**src/rtl/itrs_pkg.sv**
```systemverilog
// ============================================================================
// itrs_pkg
// Shared constants, types and helpers for the integer to radix text converter.
// ============================================================================
`default_nettype none

package itrs_pkg;

  localparam int WORD_BITS   = 32;
  localparam int RADIX_W     = 6;
  localparam int CHAR_W      = 8;
  localparam int LEN_W       = 6;
  localparam int STORE_DEPTH = 32;
  localparam int IDX_W       = $clog2(STORE_DEPTH);
  localparam int CNT_W       = IDX_W + 1;
  localparam int DIV_CNT_W   = $clog2(WORD_BITS);

  localparam logic [RADIX_W-1:0] RADIX_MIN = RADIX_W'(2);
  localparam logic [RADIX_W-1:0] RADIX_MAX = RADIX_W'(36);
  localparam logic [RADIX_W-1:0] DECIMAL   = RADIX_W'(10);

  localparam logic [CHAR_W-1:0] CHR_ZERO  = 8'h30;
  localparam logic [CHAR_W-1:0] CHR_ALPHA = 8'h41;
  localparam logic [CHAR_W-1:0] CHR_MINUS = 8'h2D;

  // Divider result and status, one bundle from the divider to the sequencer
  typedef struct packed {
    logic                 done;
    logic [WORD_BITS-1:0] quotient;
    logic [RADIX_W-1:0]   remainder;
  } div_res_t;

  function automatic logic [CHAR_W-1:0] digit_char(input logic [RADIX_W-1:0] d);
    logic [CHAR_W-1:0] d_ext;
    d_ext = {{(CHAR_W-RADIX_W){1'b0}}, d};
    if (d < DECIMAL) begin
      digit_char = CHR_ZERO + d_ext;
    end else begin
      digit_char = CHR_ALPHA + d_ext - {{(CHAR_W-RADIX_W){1'b0}}, DECIMAL};
    end
  endfunction

endpackage

`default_nettype wire

```
**src/rtl/itrs_ram.sv**
```systemverilog
// ============================================================================
// itrs_ram
// Generic single-write, single-read RAM with registered read data.
// ============================================================================
`default_nettype none

module itrs_ram #(
  parameter int WIDTH = 8,
  parameter int DEPTH = 32
) (
  input  wire logic                     clk,
  input  wire logic                     we,
  input  wire logic [$clog2(DEPTH)-1:0] waddr,
  input  wire logic [WIDTH-1:0]         wdata,
  input  wire logic                     re,
  input  wire logic [$clog2(DEPTH)-1:0] raddr,
  output      logic [WIDTH-1:0]         rdata
);

  logic [WIDTH-1:0] mem [DEPTH];

  always_ff @(posedge clk) begin
    if (we) begin
      mem[waddr] <= wdata;
    end
    if (re) begin
      rdata <= mem[raddr];
    end
  end

endmodule

`default_nettype wire

```
**src/rtl/itrs_div.sv**
```systemverilog
// ============================================================================
// itrs_div
// Restoring divider: word by radix, one quotient bit per cycle.
// ============================================================================
`default_nettype none

module itrs_div
  import itrs_pkg::*;
(
  input  wire logic                 clk,
  input  wire logic                 rst,
  input  wire logic                 start,
  input  wire logic [WORD_BITS-1:0] dividend,
  input  wire logic [RADIX_W-1:0]   divisor,
  output      div_res_t             res
);

  logic                 busy;
  logic                 done;
  logic [DIV_CNT_W-1:0] cnt;
  logic [WORD_BITS-1:0] quo;
  logic [RADIX_W-1:0]   rem;
  logic [RADIX_W-1:0]   dvs;

  logic [RADIX_W:0]     trial;
  logic [RADIX_W:0]     diff;
  logic                 ge;

  assign trial = {rem, quo[WORD_BITS-1]};
  assign diff  = trial - {1'b0, dvs};
  assign ge    = (trial >= {1'b0, dvs});

  always_ff @(posedge clk) begin
    if (rst) begin
      busy <= 1'b0;
      done <= 1'b0;
    end else if (start) begin
      busy <= 1'b1;
      done <= 1'b0;
      cnt  <= DIV_CNT_W'(WORD_BITS - 1);
      quo  <= dividend;
      rem  <= '0;
      dvs  <= divisor;
    end else if (busy) begin
      quo <= {quo[WORD_BITS-2:0], ge};
      rem <= ge ? diff[RADIX_W-1:0] : trial[RADIX_W-1:0];
      cnt <= cnt - DIV_CNT_W'(1);
      if (cnt == '0) begin
        busy <= 1'b0;
        done <= 1'b1;
      end
    end else begin
      done <= 1'b0;
    end
  end

  assign res.done      = done;
  assign res.quotient  = quo;
  assign res.remainder = rem;

endmodule

`default_nettype wire

```
**src/rtl/integer_to_radix_string.sv**
```systemverilog
// Each digit takes one pass of the shared bit-serial divider plus a handoff to the
// next pass. A leading minus is sent from S_SIGN before the digits are read back;
// each digit then goes out through S_RDADDR and S_LOAD, which waits on output stall.
// One conversion runs at a time, up to 32 binary digits; item_stall is high until S_IDLE.
// Reset: clears the sequencer, divider control and output valid; the digit store is
// not cleared, each entry is written before it is read.
// ============================================================================
// integer_to_radix_string
// Converts a 32-bit integer (signed in decimal only) to ASCII text in radix 2..36, MSB first.
// ============================================================================
`default_nettype none

module integer_to_radix_string
  import itrs_pkg::*;
(
  input  wire logic                        clk,
  input  wire logic                        rst,
  input  wire logic                        item_valid,
  output      logic                        item_stall,
  input  wire logic signed [WORD_BITS-1:0] value,
  input  wire logic        [RADIX_W-1:0]   radix,
  output      logic                        char_valid,
  input  wire logic                        char_stall,
  output      logic        [CHAR_W-1:0]    char_code,
  output      logic                        last_char,
  output      logic        [LEN_W-1:0]     text_length
);

  typedef enum logic [4:0] {
    S_IDLE   = 5'b00001,
    S_DIV    = 5'b00010,
    S_SIGN   = 5'b00100,
    S_RDADDR = 5'b01000,
    S_LOAD   = 5'b10000
  } state_t;

  state_t             state, state_next;
  logic [RADIX_W-1:0] radix_q, radix_q_next;
  logic               neg, neg_next;
  logic [CNT_W-1:0]   digit_count, digit_count_next;
  logic [IDX_W-1:0]   rd_idx, rd_idx_next;
  logic [LEN_W-1:0]   total, total_next;

  logic               char_valid_next;
  logic [CHAR_W-1:0]  char_code_next;
  logic               last_char_next;
  logic [LEN_W-1:0]   text_length_next;

  logic                 accept;
  logic                 out_free;
  logic [RADIX_W-1:0]   radix_clamp;
  logic                 neg_in;
  logic [WORD_BITS-1:0] value_u;
  logic [WORD_BITS-1:0] mag_in;
  logic [CNT_W-1:0]     count_inc;

  logic                 div_start;
  logic [WORD_BITS-1:0] div_dividend;
  logic [RADIX_W-1:0]   div_divisor;
  div_res_t             div_res;

  logic                 ram_we;
  logic                 ram_re;
  logic [RADIX_W-1:0]   ram_rdata;

  assign item_stall = rst | (state != S_IDLE);
  assign accept     = item_valid & ~item_stall;
  assign out_free   = ~char_valid | ~char_stall;

  assign radix_clamp = (radix < RADIX_MIN) ? RADIX_MIN :
                       (radix > RADIX_MAX) ? RADIX_MAX : radix;
  assign value_u     = value;
  assign neg_in      = (radix_clamp == DECIMAL) & value_u[WORD_BITS-1];
  assign mag_in      = neg_in ? (~value_u + WORD_BITS'(1)) : value_u;
  assign count_inc   = digit_count + CNT_W'(1);

  itrs_div u_div (
    .clk      (clk),
    .rst      (rst),
    .start    (div_start),
    .dividend (div_dividend),
    .divisor  (div_divisor),
    .res      (div_res)
  );

  itrs_ram #(
    .WIDTH (RADIX_W),
    .DEPTH (STORE_DEPTH)
  ) u_store (
    .clk   (clk),
    .we    (ram_we),
    .waddr (digit_count[IDX_W-1:0]),
    .wdata (div_res.remainder),
    .re    (ram_re),
    .raddr (rd_idx),
    .rdata (ram_rdata)
  );

  always_comb begin
    state_next       = state;
    radix_q_next     = radix_q;
    neg_next         = neg;
    digit_count_next = digit_count;
    rd_idx_next      = rd_idx;
    total_next       = total;
    div_start        = 1'b0;
    div_dividend     = mag_in;
    div_divisor      = radix_q;
    ram_we           = 1'b0;
    ram_re           = 1'b0;
    char_valid_next  = char_valid & char_stall;
    char_code_next   = char_code;
    last_char_next   = last_char;
    text_length_next = text_length;

    case (state)
      S_IDLE: begin
        div_divisor = radix_clamp;
        if (accept) begin
          radix_q_next     = radix_clamp;
          neg_next         = neg_in;
          digit_count_next = '0;
          div_start        = 1'b1;
          state_next       = S_DIV;
        end
      end
      S_DIV: begin
        if (div_res.done) begin
          ram_we           = 1'b1;
          digit_count_next = count_inc;
          if ((div_res.quotient != '0) && (count_inc < CNT_W'(STORE_DEPTH))) begin
            // keep dividing the quotient
            div_start    = 1'b1;
            div_dividend = div_res.quotient;
          end else begin
            rd_idx_next = digit_count[IDX_W-1:0];
            total_next  = LEN_W'(count_inc) + LEN_W'(neg);
            state_next  = neg ? S_SIGN : S_RDADDR;
          end
        end
      end
      S_SIGN: begin
        if (out_free) begin
          char_valid_next  = 1'b1;
          char_code_next   = CHR_MINUS;
          last_char_next   = (total == LEN_W'(1));
          text_length_next = (total == LEN_W'(1)) ? total : '0;
          state_next       = S_RDADDR;
        end
      end
      S_RDADDR: begin
        ram_re     = 1'b1;
        state_next = S_LOAD;
      end
      S_LOAD: begin
        // read data holds until the next read, so wait here for the output
        if (out_free) begin
          char_valid_next  = 1'b1;
          char_code_next   = digit_char(ram_rdata);
          last_char_next   = (rd_idx == '0);
          text_length_next = (rd_idx == '0) ? total : '0;
          if (rd_idx == '0) begin
            state_next = S_IDLE;
          end else begin
            rd_idx_next = rd_idx - IDX_W'(1);
            state_next  = S_RDADDR;
          end
        end
      end
      default: begin
        state_next = S_IDLE;
      end
    endcase
  end

  always_ff @(posedge clk) begin
    if (rst) begin
      state       <= S_IDLE;
      char_valid  <= 1'b0;
      neg         <= 1'b0;
      digit_count <= '0;
    end else begin
      state       <= state_next;
      char_valid  <= char_valid_next;
      neg         <= neg_next;
      digit_count <= digit_count_next;
    end
  end

  always_ff @(posedge clk) begin
    radix_q     <= radix_q_next;
    rd_idx      <= rd_idx_next;
    total       <= total_next;
    char_code   <= char_code_next;
    last_char   <= last_char_next;
    text_length <= text_length_next;
  end

endmodule

`default_nettype wire

```
**config.mk**
```make
export PLATFORM = sky130hd
export DESIGN_NAME = integer_to_radix_string
export DESIGN_NICKNAME = d
export VERILOG_FILES = /design/src/rtl/itrs_pkg.sv /design/src/rtl/itrs_ram.sv /design/src/rtl/itrs_div.sv /design/src/rtl/integer_to_radix_string.sv
export SDC_FILE = /design/constraint.sdc
export NUM_CORES = 1
export LEC_CHECK = 0
export BUFFER_PORTS_ARGS = -buffer_cell sky130_fd_sc_hd__buf_4
export CORE_ASPECT_RATIO = 1.4
export CORE_UTILIZATION = 51
export DETAILED_ROUTE_END_ITERATION = 10
export PLACE_DENSITY_LB_ADDON = 0.25
export SLEW_MARGIN = 20
export SYNTH_ARGS = -nofsm -noshare
export SYNTH_HDL_FRONTEND = slang
export SYNTH_SLANG_ARGS = --single-unit
export TNS_END_PERCENT = 50
```
**constraint.sdc**
```tcl
create_clock -name clk -period 6.4 [get_ports clk]
set_clock_uncertainty 0.1 [all_clocks]
set_input_delay 0.96 -clock clk [delete_from_list [all_inputs] [get_ports clk]]
set_output_delay 0.96 -clock clk [all_outputs]
set_load 0.05 [all_outputs]
```
==> run metrics <==
ANT nets after route 0; commonest non-fill, non-tap cell in the layout edfxtp_1; Hold Crit Class register to register; Nets slightly below 1k; post-route setup slack 3100 ps; CP required approximately 6500 ps; multi-input combinational cell area 0.00427 mm^2; dominant cell type by area after synthesis edfxtp_1; total grt overflow 0; Reg-to-Reg Start digit_count[2]$_SDFFE_PP0P_; CP Capture Type register; CTS H-tree lvls 1; Final setup viols 0; worst slack at placement between 2000 and 3000 ps; most frequent cells in the layout edfxtp_1, nor2_1, buf_4; Critical Path Source Type register; FMAX between 300 and 400 MHz; setup repair after global routing missed its margin false; Synth Area per Inst 15.4 um^2; Synth cell types 54; initial antenna violation count 0; Skew-Pair Late Insertion Delay 530 ps; CP Max Fanout 32; Die H about 190 um; fillers roughly 2k; worst setup path startpoint digit_count[2]$_SDFFE_PP0P_; worst reg2reg path endpoint u_div.quo[17]$_DFFE_PP_; post-CTS sizing 0; Post-Synthesis Cells 856; largest net degree at the start of global routing 52; Static Leak 4.79 nW; routability cong. 0.808; core box area 0.0254 mm^2; Max Slew Vio Count 0; row cnt 69; R2R Setup Slk 3100 ps; Synth area leaders edfxtp_1, mux4_2, mux2_2; Routed WL ~26,000 um; IO Port Bufs 57; Initial Utilization 51.9%; total of warnings raised by yosys 0; Die ar. between 0.02 and 0.03 mm^2; layout cells sized above 1 between 20% and 30%; Critical-path top delay cell dfxtp_1; Layout area overhead 12.3%; # diodes 0; DR iter-0 viols about 500; asr flop ratio synth 0%; post-synthesis cell area 0.0132 mm^2; Reg2Reg Depth 6; DP Wirelength 17,600 um; post-CTS setup buffer count 0; die width 138 um; ys flop type edfxtp_1; setup TNS 0 ps; Longest Clk Path Bufs 3; DR vias 7,348; drc violations 0; Yosys reg bits 293; Synthesized Nets just over 900; first-pass GRT wire length about 41,000 um; Global Route Usage Sum 20.8%; crit path capture u_div.quo[17]$_DFFE_PP_; Least-Margin Pin Slew just over 1000 ps; CP Buf/Inv Count 1; CTS clk-pin slew, worst paths 60 ps; relative slew slack 31.6%; io pins 59; CTS tree built; Crit. path cell count 6; vias per cell between 5 and 6; clock sink count approximately 290; min Tclk post-route 3300 ps; max cap viols 0; vias in the first global route 7,364; post-synth top area share 63.4%; Post-synth EDFFs 278; Root Buffer clkbuf_16; sequential share of the synthesized area between 60% and 70%; critical path arrival 3380 ps; status complete, no violations; wire per inst 21.1 um; CTS Hold Buffers Added 0; drt pass-1 iters 5; cells along the critical path nand3_1 > o21ai_0 > o211ai_1 > o21a_1 > a211oi_4 > buf_4; Tcrit/Tclk final around half; crit-path max cell delay 750 ps; Worst IR Drop VDD 0.000220 V; Hold Fails Final Rpt 0; startpoint of the lowest-slack hold path digit_count[5]$_SDFFE_PP0P_; Pwr Density 270 mW/mm^2; clock buffer count from CTS 27; Setup Crit Path Kind register to register; Largest delay share family, worst path compound AO/OA/AOI/OAI gates; register area 0.00865 mm^2
## layer usage
layer | track usage, % | vias up | part of all wire (%)
met2 | 37.1 | 178 | 54
met1 | 25.6 | 3676 | 39
met5 | 0 | - | 0
li1 | - | 3443 | -
met3 | 2.32 | 51 | 3.9
met4 | 8.07 | 0 | 3.5
## worst min-delay path by stage
stage	endpoint	slack (ps)	cells past startpoint
global placement	digit_count[5]$_SDFFE_PP0P_	350	2
finish	digit_count[5]$_SDFFE_PP0P_	370	2
global route	digit_count[5]$_SDFFE_PP0P_	400	2
CTS	digit_count[5]$_SDFFE_PP0P_	370	2
floorplan	digit_count[5]$_SDFFE_PP0P_	340	2
detailed placement	digit_count[5]$_SDFFE_PP0P_	360	2
## cell type report
type | count | share of cell area (%)
clock buffer | 32 | 4.70
clock inverter | 17 | 0.889
inverter | 29 | 0.736
multi-input combinational | 493 | 28.9
sequential | 293 | 58.5
tap | 319 | 2.70
timing repair buffer | 68 | 3.61
## power by group
part           total, mW  internal, mW  switching (mW)
Sequential          2.19          2.16          0.0296
Combinational      0.284         0.114           0.169
Clock               1.52         0.852           0.666
## synth_stat cells, types with 3 or more instances
cell and instances:
o21a_1 5, a211oi_1 5, mux2_2 38, nor3_1 12, mux4_2 60, and2_1 9
o41ai_1 5, nand2_1 52, or3_1 9, nand4_1 5, o211ai_1 3, nand3b_1 4
ha_1 19, nor2_1 71, a41oi_1 4, nand3_1 14, edfxtp_1 278, inv_1 29
nor2b_1 6, and3_1 6, buf_2 9, a31oi_1 10, buf_1 3, a21oi_1 23
xnor2_1 32, dfxtp_1 15, nor4_1 16, or4_4 3, or4_1 4, o31ai_1 6
nand2b_1 6, clkbuf_1 28, xor2_1 14, o21ai_0 25
## per-stage QoR
stage	area [um^2]	instances	hold WS (ps)	total power [mW]	util, %
2_1_floorplan	13200	856	337	2.41	-
3_3_place_gp	13900	1199	347	2.51	54.8
3_5_place_dp	13900	1199	360	2.52	54.8
4_1_cts	14700	1248	370	4.02	58.0
5_1_grt	14800	1251	400	4.13	58.2
6_report	14800	1251	370	4.00	58.2
## registers in the layout (all words and copies together), names as in the netlist, 6 cells and up
register,cells
digit_count,6
char_code,7
u_div.rem,6
text_length,6
radix_q,6
u_div.quo,32
u_div.dvs,6
u_store.rdata,6
total,6
u_store.mem,192
## cell families after synthesis
family	count (synthesis)	share of synthesized area [%]
AND/OR/NAND/NOR	227	8.54
AO/OA/AOI/OAI	97	4.71
flip-flops	293	65.7
adder cells (fa/ha/maj)	20	1.96
other	1	0.0285
multiplexers	102	13.9
buffers and inverters	70	2.11
XOR/XNOR	46	3.06
## tightest hold or removal path: stages (launching register included)
cell     delay, ps
dfxtp_1        320
nand2_1         60
a21oi_1         50
No activity file was read; power rests on OpenSTA's default activity.
